<file path="src/rtl/core/gop_reverse_frame_buffer_core_defines.svh">
// Assertion macros shared by the reverse frame buffer core.
`ifndef GOP_REVERSE_FRAME_BUFFER_CORE_DEFINES_SVH
`define GOP_REVERSE_FRAME_BUFFER_CORE_DEFINES_SVH

// Same-cycle implication, checked outside reset.
`define GRFB_ASSERT_IMPLY(name, clk, rst, ante, cons, msg) \
  name: assert property (@(posedge clk) disable iff (rst) (ante) |-> (cons)) \
    else $error(msg);

// Next-cycle implication, checked outside reset.
`define GRFB_ASSERT_NEXT(name, clk, rst, ante, cons, msg) \
  name: assert property (@(posedge clk) disable iff (rst) (ante) |=> (cons)) \
    else $error(msg);

`endif

</file>
<file path="src/rtl/core/grfb_pkg.sv">
// Shared widths, request and result codes, and control structs of the frame buffer core.
package grfb_pkg;

  localparam int REQ_W    = 2;
  localparam int HANDLE_W = 32;
  localparam int STATUS_W = 3;

  localparam logic [REQ_W-1:0] REQ_PUSH = 2'd0;
  localparam logic [REQ_W-1:0] REQ_PEEK = 2'd1;
  localparam logic [REQ_W-1:0] REQ_POP  = 2'd2;

  localparam logic [STATUS_W-1:0] RS_PUSHED     = 3'd0;
  localparam logic [STATUS_W-1:0] RS_NO_GROUP   = 3'd1;
  localparam logic [STATUS_W-1:0] RS_OVERFLOW   = 3'd2;
  localparam logic [STATUS_W-1:0] RS_READY      = 3'd3;
  localparam logic [STATUS_W-1:0] RS_NOT_READY  = 3'd4;
  localparam logic [STATUS_W-1:0] RS_RELEASED   = 3'd5;
  localparam logic [STATUS_W-1:0] RS_POPPED     = 3'd6;
  localparam logic [STATUS_W-1:0] RS_NOT_POPPED = 3'd7;

  typedef struct packed {
    logic load;
    logic decide;
    logic finish;
  } grfb_cmd_t;

  typedef struct packed {
    logic out_free;
  } grfb_stat_t;

endpackage

</file>
<file path="src/rtl/core/grfb_ctrl.sv">
// Sequencing state machine: accept, decide, and deliver steps for each request word.
module grfb_ctrl (
  input  logic                   clk,
  input  logic                   rst,
  input  logic                   req_valid,
  output logic                   req_ready,
  input  grfb_pkg::grfb_stat_t   stat,
  output grfb_pkg::grfb_cmd_t    cmd
);
  import grfb_pkg::*;

  typedef enum logic [2:0] {
    S_IDLE   = 3'b001,
    S_DECIDE = 3'b010,
    S_FINISH = 3'b100
  } state_t;

  state_t state;
  state_t state_next;

  // A new word may enter in the same cycle the previous result is registered.
  assign req_ready  = (state == S_IDLE) || ((state == S_FINISH) && stat.out_free);
  assign cmd.load   = req_valid && req_ready;
  assign cmd.decide = (state == S_DECIDE);
  assign cmd.finish = (state == S_FINISH) && stat.out_free;

  always_comb begin
    state_next = state;
    unique case (state)
      S_IDLE: begin
        if (cmd.load) begin
          state_next = S_DECIDE;
        end
      end
      S_DECIDE: begin
        state_next = S_FINISH;
      end
      S_FINISH: begin
        if (stat.out_free) begin
          state_next = cmd.load ? S_DECIDE : S_IDLE;
        end
      end
      default: begin
        state_next = S_IDLE;
      end
    endcase
  end

  always_ff @(posedge clk) begin
    if (rst) begin
      state <= S_IDLE;
    end else begin
      state <= state_next;
    end
  end

endmodule

</file>
<file path="config.mk">
export PLATFORM = sky130hd
export DESIGN_NAME = grfb_ctrl
export DESIGN_NICKNAME = d
export VERILOG_FILES = /design/src/rtl/core/gop_reverse_frame_buffer_core_defines.svh /design/src/rtl/core/grfb_pkg.sv /design/src/rtl/core/grfb_ctrl.sv
export SDC_FILE = /design/constraint.sdc
export NUM_CORES = 1
export LEC_CHECK = 0
export ABC_CLOCK_PERIOD_IN_PS = 1850
export BUFFER_PORTS_ARGS = -buffer_cell sky130_fd_sc_hd__buf_4
export CORE_AREA = 2 2 39 41
export DETAILED_ROUTE_END_ITERATION = 16
export DIE_AREA = 0 0 41 43
export PLACE_DENSITY = 0.31
export SLEW_MARGIN = 5
export SYNTH_ARGS = -nofsm -noshare
export SYNTH_HDL_FRONTEND = slang
export SYNTH_SLANG_ARGS = --single-unit
</file>
<file path="constraint.sdc">
create_clock -name clk -period 1.85 [get_ports clk]
set_input_delay 0.2775 -clock clk [delete_from_list [all_inputs] [get_ports clk]]
set_output_delay 0.2775 -clock clk [all_outputs]
set_load 0.05 [all_outputs]
</file>
==> flow_summary.json <==
{
  "outcome": "finished, final reports clean",
  "synth_seq_area_share_pct": 32.9,
  "arrival_ps": 1300,
  "final_nets": 35,
  "fin_hold_ws_ps": 240,
  "vias_per_cell": 3.65,
  "antenna_cells": 0,
  "synth_nets": 23,
  "finalCriticalPeriod_ps": 1580,
  "cts_buffers": 3,
  "initial_core_util_pct": 13.2,
  "postSynthAreaPerCell_um2": 9.61,
  "grt_pass1_wl_um": 683,
  "startpoint_type": "register",
  "die-area_um2": 1760,
  "place.port_buffers": 7,
  "cts-root-buf": "clkbuf_4",
  "synthCells": 19,
  "hold_class": "in -> reg",
  "wirelength_um": 392,
  "final_util_pct": 20.7,
  "clkLatencyLatePin_ps": 230,
  "synthDistinctLibCells": 14,
  "place_hpwl_um": 306,
  "area_delta_synth_final_pct": 56.8,
  "ctsLongestPathBuffers": 2,
  "drt_pass1_iterations": 2,
  "synth_warnings": 0,
  "syn_area_um2": 183,
  "largest_register_ffs": 3,
  "groute.usage.overall_pct": 6.12,
  "power_leakage_nw": 0.110,
  "final_antenna_net_count": 0,
  "path_class": "reg -> out",
  "drv_cap": 0,
  "place.gp.congestion": 0.610,
  "worst_slew_pin_slew_ps": 342,
  "htree_num_levels": 1,
  "core_area_um2": 1380,
  "grt_pass1_vias": 162,
  "fmaxAchievable_mhz": 633,
  "required_ps": 1570,
  "rows": 14,
  "overflow": 0,
  "cts_tree": "built",
  "drc": 0,
  "period_share_pct": 85.4,
  "finalSetupTns_ps": 0,
  "fillers": 156,
  "die_width_um": 41,
  "hold_viol_final": 0,
  "slew_headroom_pct": 76.6,
  "power.total_w": 0.000240,
  "wl_per_cell_um": 8.52,
  "setup_viol": 0,
  "grt_max_degree": 7,
  "final_common_cell": "buf_4",
  "rsz0062_at_grt": "no",
  "fin_worst_skew_ps": 1.73,
  "reg_top3": "state (3)",
  "layout_common_cells": "buf_4, clkbuf_4, dfxtp_1",
  "drive_gt1_share_pct": 50.0,
  "drt-initial-drc-count": 2,
  "cts_resized": 0,
  "ys_ff_latch": 3,
  "report.final.slew_viol_count": 0,
  "crit_path_end_kind": "output pin",
  "numClockSinks": 3,
  "clk_pin_slew_ps": 30,
  "post-cts-setup-buffer-count": 0,
  "num_vias": 168,
  "ir_drop_mv": 0.250,
  "power_density_nw_per_um2": 839,
  "cp_max_fo": 6,
  "top_register": "state",
  "antenna_found_initial": 0,
  "die_h_um": 43,
  "ios": 8,
  "cts_hold_buf": 0
}
-- area by class of cell --
class                   count  area, µm²  share of cell area (%)
repair buffers              7       52.6                    18.3
inverters                   1       3.75                    1.31
clock buffers               4       26.3                    9.17
flip-flops and latches      3       60.1                    21.0
multi-input cells          15        124                    43.2
well taps                  16       20.0                    6.99
-- critical path: stages, from the launching register on --
cell,delay (ps)
dfxtp_1,430
nor2b_2,70
mux2i_1,300
nor3b_2,80
buf_4,200
-- power by group --
group	internal [W]	leakage [nW]	switching [W]	total, W
combinational	0.0000217	0.0705	0.0000317	0.0000534
clock	0.0000807	0.0150	0.0000320	0.000113
sequential	0.0000686	0.0246	0.00000562	0.0000742
-- kinds of logic after synthesis --
logic type | synth area share [%]
and+or+nand+nor | 48.6
muxes | 5.48
AOI/OAI and AO/OA | 11.0
buffers and inverters | 2.05
DFF | 32.9
-- worst paths after layout --
| kind | startpoint | to | slack, ps | cells past startpoint |
|---|---|---|---|---|
| worst max register to register | state[0]$_SDFFE_PP1P_ | state[1]$_SDFFE_PP0P_ | 850 | 3 |
| worst min-delay path | rst | state[2]$_SDFFE_PP0P_ | 240 | 2 |
| worst max-delay path | state[0]$_SDFFE_PP1P_ | cmd[2] | 270 | 4 |
| worst min register to register | state[0]$_SDFFE_PP1P_ | state[2]$_SDFFE_PP0P_ | 550 | 1 |
-- Yosys cell counts (all sizes together) --
cell type | instances | area share, %
inv | 1 | 2.1
nand2b | 2 | 6.8
nor2 | 2 | 4.1
nor3 | 2 | 8.2
nor4b | 1 | 8.2
dfxtp | 3 | 33
o31ai | 1 | 6.8
mux2i | 1 | 5.5
nor2b | 3 | 12
nor4bb | 1 | 5.5
nor3b | 1 | 4.1
o21a | 1 | 4.1
-- metrics by stage --
stage | cells | instance area, µm² | worst slack, ps
floorplan | 19 | 188 | 321
global placement | 42 | 260 | 447
detailed placement | 42 | 260 | 448
CTS | 46 | 287 | 249
global route | 46 | 287 | 161
finish | 46 | 287 | 271
-- routing by layer --
layer / part of all wire (%) / vias up / GRT usage (%)
met5: 0 / - / 0
met4: 0 / 0 / 6.00
met3: 7.4 / 0 / 3.14
met2: 49 / 4 / 6.25
met1: 43 / 74 / 8.33
li1: - / 90 / -
No activity file was read; power rests on OpenSTA's default activity.
